==> config.mk <==
export PLATFORM = sky130hd
export DESIGN_NAME = soft_differential_qpsk_decode_unit
export DESIGN_NICKNAME = d
export VERILOG_FILES = /design/src/hdl/sdqd_pkg.sv /design/src/hdl/sdqd_ram.sv /design/src/hdl/soft_differential_qpsk_decode_unit.sv
export SDC_FILE = /design/constraint.sdc
export NUM_CORES = 1
export LEC_CHECK = 0
export BUFFER_PORTS_ARGS = -buffer_cell sky130_fd_sc_hd__buf_2
export CAP_MARGIN = 10
export CORE_UTILIZATION = 40
export CTS_CLUSTER_SIZE = 14
export DETAILED_ROUTE_END_ITERATION = 6
export GPL_TIMING_DRIVEN = 1
export PLACE_DENSITY = 0.58
export SYNTH_ARGS = -nofsm -noshare
export SYNTH_HDL_FRONTEND = slang
export SYNTH_SLANG_ARGS = --single-unit
==> constraint.sdc <==
create_clock -name aclk -period 6.4 [get_ports aclk]
set_clock_uncertainty 0.2 [all_clocks]
set_input_delay 1.28 -clock aclk [delete_from_list [all_inputs] [get_ports aclk]]
set_output_delay 1.28 -clock aclk [all_outputs]
set_load 0.02 [all_outputs]
==> src/hdl/sdqd_pkg.sv <==
`timescale 1ns / 1ps
// ----------------------------------------------------------------------------
// Soft differential QPSK decode package
// Shared widths, sequencer states and the square root step.
// ----------------------------------------------------------------------------
package sdqd_pkg;

    localparam int SOFT_WIDTH = 8;
    localparam int PROD_W     = 2 * SOFT_WIDTH;
    localparam int ROOT_W     = SOFT_WIDTH;
    localparam int REM_W      = SOFT_WIDTH + 2;
    localparam int CNT_W      = (SOFT_WIDTH > 1) ? $clog2(SOFT_WIDTH) : 1;
    localparam int HIST_W     = 2 * SOFT_WIDTH;
    localparam int TDATA_W    = ((2 * SOFT_WIDTH + 7) / 8) * 8;

    localparam logic [ROOT_W-1:0] ROOT_MAX = {1'b0, {(ROOT_W-1){1'b1}}};
    localparam logic [CNT_W-1:0]  CNT_LAST = CNT_W'(SOFT_WIDTH - 1);

    typedef enum logic [2:0] {
        ST_IDLE,
        ST_READ,
        ST_ABS,
        ST_ROOT,
        ST_OUT
    } state_t;

    typedef struct packed {
        logic [REM_W-1:0]  rem;
        logic [ROOT_W-1:0] root;
    } root_step_t;

    // One digit of the restoring square root: two radicand bits in, one root bit out.
    function automatic root_step_t root_step(input logic [REM_W-1:0] rem,
                                             input logic [ROOT_W-1:0] root,
                                             input logic [1:0] pair);
        logic [REM_W-1:0] rem_sh;
        logic [REM_W-1:0] trial;
        root_step_t       res;
        rem_sh = {rem[REM_W-3:0], pair};
        trial  = {root, 2'b01};
        if (rem_sh >= trial) begin
            res.rem  = rem_sh - trial;
            res.root = {root[ROOT_W-2:0], 1'b1};
        end else begin
            res.rem  = rem_sh;
            res.root = {root[ROOT_W-2:0], 1'b0};
        end
        return res;
    endfunction

endpackage

==> src/hdl/sdqd_ram.sv <==
`timescale 1ns / 1ps
// ----------------------------------------------------------------------------
// Generic single-port-write RAM
// One write port and one read port; read data is registered.
// ----------------------------------------------------------------------------
module sdqd_ram #(
    parameter int WIDTH = 8,
    parameter int DEPTH = 1
) (
    input  logic                                       aclk,
    input  logic                                       wr_en,
    input  logic [((DEPTH > 1) ? $clog2(DEPTH) : 1)-1:0] wr_addr,
    input  logic [WIDTH-1:0]                           wr_data,
    input  logic                                       rd_en,
    input  logic [((DEPTH > 1) ? $clog2(DEPTH) : 1)-1:0] rd_addr,
    output logic [WIDTH-1:0]                           rd_data
);

    logic [WIDTH-1:0] mem [DEPTH];

    always_ff @(posedge aclk) begin
        if (wr_en) begin
            mem[wr_addr] <= wr_data;
        end
        if (rd_en) begin
            rd_data <= mem[rd_addr];
        end
    end

endmodule

==> src/hdl/soft_differential_qpsk_decode_unit.sv <==
`timescale 1ns / 1ps
// ----------------------------------------------------------------------------
// Soft differential QPSK decode unit
// Signed square root of each soft symbol times the previous one, Q negated.
// ----------------------------------------------------------------------------
// The slave channel takes one beat per soft symbol pair, I in s_tdata[7:0]
// and Q in s_tdata[15:8]. The master channel returns one beat per input
// beat, decoded I in m_tdata[7:0] and decoded Q in m_tdata[15:8].
// The previous raw pair is held in a one-entry RAM. An accepted beat reads
// it, writes the new pair back, forms both products, takes magnitudes and
// runs an eight-step digit-by-digit square root on both branches together.
// A beat passes through the read, magnitude, root and output states in turn,
// and the unit accepts no new beat until the sequencer is back in idle.
// The result waits in an output register, so the next beat is accepted
// while the receiver stalls; the sequencer only holds when a second result
// is ready and the first has not yet been taken.
// Reset clears the sequencer, the output valid flag and the history valid
// flag, so the first beat after reset decodes against a zero history.
// ----------------------------------------------------------------------------
module soft_differential_qpsk_decode_unit
    import sdqd_pkg::*;
(
    input  logic               aclk,
    input  logic               aresetn,
    input  logic               s_tvalid,
    output logic               s_tready,
    input  logic [TDATA_W-1:0] s_tdata,   // soft_i, soft_q
    output logic               m_tvalid,
    input  logic               m_tready,
    output logic [TDATA_W-1:0] m_tdata    // decoded_i, decoded_q
);

    state_t state_reg, state_next;

    logic [CNT_W-1:0]             cnt_reg, cnt_next;
    logic                         hist_valid_reg, hist_valid_next;
    logic                         m_valid_reg, m_valid_next;
    logic [TDATA_W-1:0]           m_data_reg, m_data_next;

    logic signed [SOFT_WIDTH-1:0] si_reg, sq_reg;
    logic signed [PROD_W-1:0]     pi_reg, pq_reg;
    logic                         neg_i_reg, neg_q_reg;
    logic [PROD_W-1:0]            rad_i_reg, rad_q_reg;
    logic [REM_W-1:0]             rem_i_reg, rem_q_reg;
    logic [ROOT_W-1:0]            root_i_reg, root_q_reg;

    logic                         accept;
    logic                         ram_rd_en;
    logic                         ram_wr_en;
    logic [HIST_W-1:0]            ram_rd_data;
    logic signed [SOFT_WIDTH-1:0] last_i, last_q;
    logic                         out_load;
    root_step_t                   step_i, step_q;
    logic [ROOT_W-1:0]            clamp_i, clamp_q;
    logic [SOFT_WIDTH-1:0]        dec_i, dec_q;

    sdqd_ram #(
        .WIDTH (HIST_W),
        .DEPTH (1)
    ) u_hist_ram (
        .aclk    (aclk),
        .wr_en   (ram_wr_en),
        .wr_addr (1'b0),
        .wr_data ({sq_reg, si_reg}),
        .rd_en   (ram_rd_en),
        .rd_addr (1'b0),
        .rd_data (ram_rd_data)
    );

    assign accept = s_tvalid && s_tready;
    assign last_i = hist_valid_reg ? ram_rd_data[SOFT_WIDTH-1:0] : '0;
    assign last_q = hist_valid_reg ? ram_rd_data[HIST_W-1:SOFT_WIDTH] : '0;

    always_comb begin
        state_next = state_reg;
        unique case (state_reg)
            ST_IDLE: begin
                if (s_tvalid) begin
                    state_next = ST_READ;
                end
            end
            ST_READ: state_next = ST_ABS;
            ST_ABS:  state_next = ST_ROOT;
            ST_ROOT: begin
                if (cnt_reg == CNT_LAST) begin
                    state_next = ST_OUT;
                end
            end
            ST_OUT: begin
                if (!m_valid_reg || m_tready) begin
                    state_next = ST_IDLE;
                end
            end
            default: state_next = ST_IDLE;
        endcase
    end

    always_comb begin
        s_tready  = 1'b0;
        ram_rd_en = 1'b0;
        ram_wr_en = 1'b0;
        out_load  = 1'b0;
        unique case (state_reg)
            ST_IDLE: begin
                s_tready  = 1'b1;
                ram_rd_en = s_tvalid;
            end
            ST_READ: ram_wr_en = 1'b1;
            ST_ABS:  ;
            ST_ROOT: ;
            ST_OUT:  out_load = !m_valid_reg || m_tready;
            default: ;
        endcase
    end

    assign step_i = root_step(rem_i_reg, root_i_reg, rad_i_reg[PROD_W-1:PROD_W-2]);
    assign step_q = root_step(rem_q_reg, root_q_reg, rad_q_reg[PROD_W-1:PROD_W-2]);

    assign clamp_i = root_i_reg[ROOT_W-1] ? ROOT_MAX : root_i_reg;
    assign clamp_q = root_q_reg[ROOT_W-1] ? ROOT_MAX : root_q_reg;
    assign dec_i   = neg_i_reg ? SOFT_WIDTH'(-clamp_i) : clamp_i;
    assign dec_q   = neg_q_reg ? SOFT_WIDTH'(-clamp_q) : clamp_q;

    always_comb begin
        cnt_next        = cnt_reg;
        hist_valid_next = hist_valid_reg;
        m_valid_next    = m_valid_reg;
        m_data_next     = m_data_reg;
        if (state_reg == ST_READ) begin
            hist_valid_next = 1'b1;
        end
        if (state_reg == ST_ABS) begin
            cnt_next = '0;
        end else if (state_reg == ST_ROOT) begin
            cnt_next = cnt_reg + 1'b1;
        end
        if (m_valid_reg && m_tready) begin
            m_valid_next = 1'b0;
        end
        if (out_load) begin
            m_valid_next = 1'b1;
            m_data_next  = TDATA_W'({dec_q, dec_i});
        end
    end

    always_ff @(posedge aclk) begin
        if (!aresetn) begin
            state_reg      <= ST_IDLE;
            cnt_reg        <= '0;
            hist_valid_reg <= 1'b0;
            m_valid_reg    <= 1'b0;
        end else begin
            state_reg      <= state_next;
            cnt_reg        <= cnt_next;
            hist_valid_reg <= hist_valid_next;
            m_valid_reg    <= m_valid_next;
        end
    end

    always_ff @(posedge aclk) begin
        m_data_reg <= m_data_next;
        if (accept) begin
            si_reg <= s_tdata[SOFT_WIDTH-1:0];
            sq_reg <= s_tdata[2*SOFT_WIDTH-1:SOFT_WIDTH];
        end
        if (state_reg == ST_READ) begin
            pi_reg <= PROD_W'(si_reg) * PROD_W'(last_i);
            pq_reg <= -(PROD_W'(sq_reg) * PROD_W'(last_q));
        end
        if (state_reg == ST_ABS) begin
            neg_i_reg  <= pi_reg[PROD_W-1];
            neg_q_reg  <= pq_reg[PROD_W-1];
            rad_i_reg  <= pi_reg[PROD_W-1] ? PROD_W'(-pi_reg) : PROD_W'(pi_reg);
            rad_q_reg  <= pq_reg[PROD_W-1] ? PROD_W'(-pq_reg) : PROD_W'(pq_reg);
            rem_i_reg  <= '0;
            rem_q_reg  <= '0;
            root_i_reg <= '0;
            root_q_reg <= '0;
        end else if (state_reg == ST_ROOT) begin
            rad_i_reg  <= {rad_i_reg[PROD_W-3:0], 2'b00};
            rad_q_reg  <= {rad_q_reg[PROD_W-3:0], 2'b00};
            rem_i_reg  <= step_i.rem;
            rem_q_reg  <= step_q.rem;
            root_i_reg <= step_i.root;
            root_q_reg <= step_q.root;
        end
    end

    assign m_tvalid = m_valid_reg;
    assign m_tdata  = m_data_reg;

    a_accept_starts : assert property (@(posedge aclk) disable iff (!aresetn)
        accept |=> state_reg == ST_READ)
        else $error("accepted beat did not start the history read");

    a_busy_blocks : assert property (@(posedge aclk) disable iff (!aresetn)
        state_reg != ST_IDLE |-> !s_tready)
        else $error("input accepted while a beat is in progress");

    a_root_length : assert property (@(posedge aclk) disable iff (!aresetn)
        state_reg == ST_ROOT && cnt_reg == CNT_LAST |=> state_reg == ST_OUT)
        else $error("root iterations did not end after the last digit");

    a_no_min_code : assert property (@(posedge aclk) disable iff (!aresetn)
        m_tvalid |-> m_tdata[SOFT_WIDTH-1:0] != {1'b1, {(SOFT_WIDTH-1){1'b0}}} &&
                     m_tdata[2*SOFT_WIDTH-1:SOFT_WIDTH] != {1'b1, {(SOFT_WIDTH-1){1'b0}}})
        else $error("decoded root was not clamped");

    a_write_after_read : assert property (@(posedge aclk) disable iff (!aresetn)
        ram_wr_en |-> $past(ram_rd_en))
        else $error("history written back without a preceding read");

endmodule

* After elaboration in Yosys (flattened, before gate mapping) *
Memories as Yosys holds them, arrays and structs flattened. A register that Yosys moved wholly into a read port is not among the register bits.
Cells that the tools add are included.

word-level totals
  bits in registers = 138
  word-level logic and storage cells = 74
  memories kept = 1
  bits in writable memories = 16
  bits of input ports = 20

memories
  memory          depth  bits a word  rd ports  clocked after memory_dff  wr ports  RTL line        RTL
  u_hist_ram.mem  1      16           1         1                         1         sdqd_ram.sv:19  logic [WIDTH-1:0] mem [DEPTH];

operators by class
  equal/unequal tests = 8
  $add $sub $neg = 8
  muxes and demuxes = 26
  bitwise operators = 1
  reduce and logical (&&, ||, !) cells = 9
  multiply operators = 2
  order comparisons = 2

operator list
  kind                                           number
  2-to-1 mux 16 bit                              8
  negation 16 bit                                3
  multiplier 8 x 8 -> 16 bit                     2
  2-to-1 mux 8 bit                               4
  >= comparator 10 bit                           2
  negation 7 -> 8 bit                            2
  subtractor 8 bit                               2
  case mux 3 bit (5 select lines)                1
  2-to-1 mux 7 bit                               2
  2-to-1 mux 3 bit                               3
  2-to-1 mux 1 bit                               8
  == test 3 x 2 -> 1 bit, second input constant  2
  == test 3 bit, second input constant           2
  != test 2 bit, second input constant           3
  nonzero test 2 bit                             2
  adder 3 x 1 -> 3 bit, second input constant    1
  == test 3 x 1 -> 1 bit, second input constant  1
  logical NOT 3 bit                              1
  AND reduction 3 bit                            1
  logical AND 1 bit                              2
  OR reduction 2 bit                             1
  logical NOT 1 bit                              1
  logical OR 1 bit                               1
  inverter 1 bit                                 1

* Logic depth before layout (Yosys ltp) *
  depth in word-level cells = 4
  mapped depth = 19
  mapped depth without buffers = 18

* Hierarchy *
From an unflattened synthesis, not the netlist that was laid out.

second synthesis, totals
  cell total of the unflattened synthesis = 1210
  area, all modules = 12518.3 µm²

modules (own cells, without submodules)
  module                              instances  area each (µm²)  cells each
  soft_differential_qpsk_decode_unit  1          11557.3          1178
  sdqd_ram                            1          960.9            32

* Worst setup path before layout *
OpenSTA, ideal clock, no wires.

  path kind = flip-flop to flip-flop
  start = register hist_valid_reg
  end = register pq_reg[12] (data pin)
  path buffers = 2
  arrival time = 4621 ps
  period minus slack after synthesis = 5081 ps
  cell stages (with the launch flop) = 18
  slack = 1319 ps
  cell sequence = dfxtp_1 > clkbuf_1 > clkbuf_1 > nand3_1 > inv_1 > fa_1 > inv_1 > fa_1 > fa_1 > fa_1 > ha_1 > ha_1 > nor2_1 > nor2_1 > a31o_1 > a2111oi_2 > nor2_1 > xor2_1

on the way
  longest elaborated chain between the ends = 3

RTL lines
  element                     RTL line                                   RTL
  start, declared             soft_differential_qpsk_decode_unit.sv:36   logic hist_valid_reg, hist_valid_next;
  start signal, assigned      soft_differential_qpsk_decode_unit.sv:155  hist_valid_reg <= hist_valid_next;
  2-to-1 mux 8 bit            soft_differential_qpsk_decode_unit.sv:72   assign last_q = hist_valid_reg ? ram_rd_data[HIST_W-1:SOFT_WIDTH] : '0;
  multiplier 8 x 8 -> 16 bit  soft_differential_qpsk_decode_unit.sv:168  pq_reg <= -(PROD_W'(sq_reg) * PROD_W'(last_q));
  negation 16 bit             soft_differential_qpsk_decode_unit.sv:168
  end signal, assigned        soft_differential_qpsk_decode_unit.sv:168
  end, declared               soft_differential_qpsk_decode_unit.sv:41   logic signed [PROD_W-1:0] pi_reg, pq_reg;

Every way passes these cells.
A chain may end at the register's enable or synchronous reset.

* Worst setup path in the final report *
  start = register hist_valid_reg
  end = register pi_reg[14] (data pin)

on the way
  longest elaborated chain between the ends = 2

RTL lines
  element                     RTL line                                   RTL
  2-to-1 mux 8 bit            soft_differential_qpsk_decode_unit.sv:71   assign last_i = hist_valid_reg ? ram_rd_data[SOFT_WIDTH-1:0] : '0;
  multiplier 8 x 8 -> 16 bit  soft_differential_qpsk_decode_unit.sv:167  pi_reg <= PROD_W'(si_reg) * PROD_W'(last_i);
  end signal, assigned        soft_differential_qpsk_decode_unit.sv:167
  end, declared               soft_differential_qpsk_decode_unit.sv:41

Every way passes these cells.

==> results.txt <==
The maximum count of clock buffers along a single path is 2. The path class of the tightest hold or removal check is reg2reg. The worst hold slack was 218 ps.

The power density relative to cell area was 334 mW/mm²; the count of flip-flops with a built-in enable after synthesis was 130. The tools report the last weighted congestion value of the routability-driven placer as 0.862. Average via count per standard cell: 5.03.

The kind of cell with the highest combined delay along the critical path is adder cells. In this run, post-CTS repair resized a total of 0 instances. The die is 179 µm wide.

The logs give 0 for the post-detailed-route count of antenna-violating nets and 0 for the count of synthesis-stage warnings from yosys. The average wire length per cell after detail routing was 13.6 µm. The count of final setup violators is 0, and the worst-margin pin slew is 1030 ps. The number of failing hold endpoints at the final stage is 0. The logs give 31.3% for the max-slew headroom at the worst pin and 62 for the number of different library cells in the post-synthesis netlist. Entering global routing, the biggest net connects 56 pins.

The initial antenna violation count was 0; the number of post-CTS setup repair buffers was 0. The slowest stage of the critical path belongs to the cell sky130_fd_sc_hd__dfxtp_2. The number of optimization iterations in the first detailed-route pass is 4.

Cells with a size suffix above 1 make up 7.91% of the layout. The average instance in the mapped netlist occupies 10.4 µm². In this run the number of H-tree levels came out at 4. Summed over all failing endpoints, the final setup total negative slack is 0 ps.

Final HPWL from detailed placement: 16900 µm. The number of antenna cells inserted is 0. Of all flip-flops after synthesis, the portion carrying an async set or reset was 0%. Port buffering added 37 buffers. For the cell leakage power, the log shows 5.88 nW. The tools report the all-layer global routing usage as 15.0%.

The run gives 182 MHz as the achievable clock frequency. After clock tree synthesis, the flow added hold-fix buffers numbering 0. The worst path uses 85.8% of the clock period. Traced cell by cell, the critical path runs through nand2_1, or2_2, fa_1, fa_1, inv_1, fa_1, inv_1, fa_1, inv_1, ha_1, o21ai_0, a21o_1, a21oi_1, or4b_2, nand4b_1. In this run the worst path has a maximum fanout of 45.

The tool flagged a number of max-cap violations equal to 0. Setup repair after global routing left no endpoint under its margin. The tools report the count of final max-slew check failures as 0. The number of clock buffers added by TritonCTS is 17. The final critical-path required period works out to 5490 ps. The first global-routing pass estimated 38500 µm of wire. For this run, the slowest stage of the critical path takes 720 ps. By startpoint and endpoint, the worst setup path is classified as reg2reg. For the worst-skew pair, the clock arrives at the later sink with an insertion delay of 430 ps. TritonCTS built the clock tree.

Relative to the synthesized area, the layout overhead comes to 9.47%. After synthesis, the cell types taking the most area are sky130_fd_sc_hd__edfxtp_1, sky130_fd_sc_hd__fa_1, sky130_fd_sc_hd__ha_1, sky130_fd_sc_hd__dfxtp_1, sky130_fd_sc_hd__inv_1. The logs give 0.0125 mm² for the post-synth design cell area and 0 for the remaining routing DRC violations.

Row generation in the floorplan step produced 64 rows. For this block, the via count after detailed routing is 8225. The type of origin of the critical path is a flip-flop.

Total die area: 0.0320 mm². The run finished with clean final reports. The tree is rooted in a sky130_fd_sc_hd__clkbuf_16. Cell taking the most area after synthesis: sky130_fd_sc_hd__edfxtp_1.

The run gives 170 as the total clock sinks. Prevailing post-synth register cell: sky130_fd_sc_hd__edfxtp_1. The logs give 38 for the I/O pin total and 40.8% for the initial core utilization. Via count of the first global-routing pass: 8090. The worst supply voltage drop on vdd is 0.322 mV. The logs give 367 for the number of DRC markers after the initial detailed-route iteration and 0.0307 mm² for the placeable core region. STA classifies the critical path endpoint as a flip-flop. In this run, synthesis produced a sequential element count of 170. The cell that appears most often on the critical path is sky130_fd_sc_hd__fa_1. After technology mapping, the gate count stands at 1198. The number of buffers and inverters on the critical path is 3. For this block, the routed nets add up to 22300 µm of wire. Summed over all layers, the global routing overflow is 0.

Of the post-synthesis cell area, the dominant cell type holds 31.2%. At the worst endpoint, the required time is 6500 ps. Overall die height: 179 µm.

The tools report the number of nets in the final layout as 1450. At the worst endpoint, the arrival time is 5590 ps. Of the synthesized area, sequential elements account for 37.6%.

The number of nets handed over by synthesis was 1422. After clock tree synthesis, the clock-pin slew on the worst setup and hold paths is 80 ps.
[per-stage QoR]
stage	std cells	setup slack (ps)	util [%]	instance area, µm²	total power, mW
after CTS	1635	878	44.7	13700	4.62
after global routing	1635	537	44.7	13700	4.94
after detailed placement	1603	876	42.8	13100	3.60
after floorplan	1198	1320	-	12500	3.22
after global placement	1603	960	42.8	13100	3.57
final	1635	910	44.7	13700	4.57
[placed cells by master (no fill, tap or decap), types with 37 or more instances in the layout]
master,Yosys,routed
sky130_fd_sc_hd__buf_2,0,37
sky130_fd_sc_hd__nor2_1,57,57
sky130_fd_sc_hd__dfxtp_1,40,39
sky130_fd_sc_hd__fa_1,105,105
sky130_fd_sc_hd__nand2_1,97,97
sky130_fd_sc_hd__edfxtp_1,130,130
sky130_fd_sc_hd__inv_1,180,180
sky130_fd_sc_hd__xnor2_1,47,47
sky130_fd_sc_hd__a21oi_1,39,39
sky130_fd_sc_hd__and3_1,77,77
sky130_fd_sc_hd__ha_1,99,99
sky130_fd_sc_hd__o21ai_0,59,59
[Yosys cell counts (all sizes together), types with 2 or more instances]
master   count
a2bb2oi      2
and2         4
nor3        17
or4b         2
nand3b       3
nand3       34
o31ai        5
buf          3
nand2       97
nor2        57
o211ai       3
nand4        3
ha          99
nor4         5
dfxtp       40
or2          6
o31a         2
a31oi        8
mux2i       12
o21a         7
nand4b       3
nand2b       7
a22o         2
nor3b        3
o21ai       63
and3        77
o41a         2
clkbuf      33
or4          5
o41ai        5
a2111oi      2
a21boi       5
a211oi       8
o21bai       4
o22ai       18
or3          2
a21o         5
nor2b        9
inv        180
xnor2       47
fa         105
edfxtp     130
xor2        26
a21oi       39
[metal layers]
metal | track usage, % | part of all wire [%] | vias to the layer above
li1 | - | - | 4152
met1 | 21.0 | 51 | 3963
met2 | 23.9 | 46 | 101
met3 | 2.80 | 2.4 | 9
met4 | 3.35 | 0.61 | 0
met5 | 0 | 0 | -
[cells by family (layout without fill, tap and decap cells)]
| family | after synthesis | in the layout | share of synthesized area, % |
|---|---|---|---|
| simple gates | 337 | 337 | 13.6 |
| buf+inv | 216 | 257 | 6.54 |
| fa+ha+maj | 204 | 204 | 26.7 |
| compound gates | 186 | 186 | 9.47 |
| flops | 170 | 170 | 37.6 |
| xor+xnor | 73 | 73 | 5.11 |
| mux | 12 | 12 | 0.960 |
[path summary, 6_finish.rpt]
path | startpoint | to | slack (ps) | cells past startpoint
setup / recovery | hist_valid_reg | pi_reg[14] | 910 | 15
hold / removal | u_hist_ram.mem[0][3] | u_hist_ram.rd_data[3] | 220 | 0
setup reg to reg | hist_valid_reg | pi_reg[14] | 910 | 15
hold reg to reg | u_hist_ram.mem[0][3] | u_hist_ram.rd_data[3] | 220 | 0
[report_power, final]
| group | total (mW) | internal, mW | switching (mW) |
|---|---|---|---|
| registers | 1.59 | 1.43 | 0.156 |
| clock network | 1.00 | 0.519 | 0.483 |
| logic | 1.98 | 0.914 | 1.07 |
[cell type report]
type / count / area [µm²]
fillers: 2949 / 17000
multi-input cells: 812 / 7000
flip-flops and latches: 170 / 4710
inverters: 180 / 676
well taps: 396 / 495
clock buffers: 17 / 425
repair buffers: 45 / 245
clock inverters: 15 / 155
(Power assumes the default switching activity.)
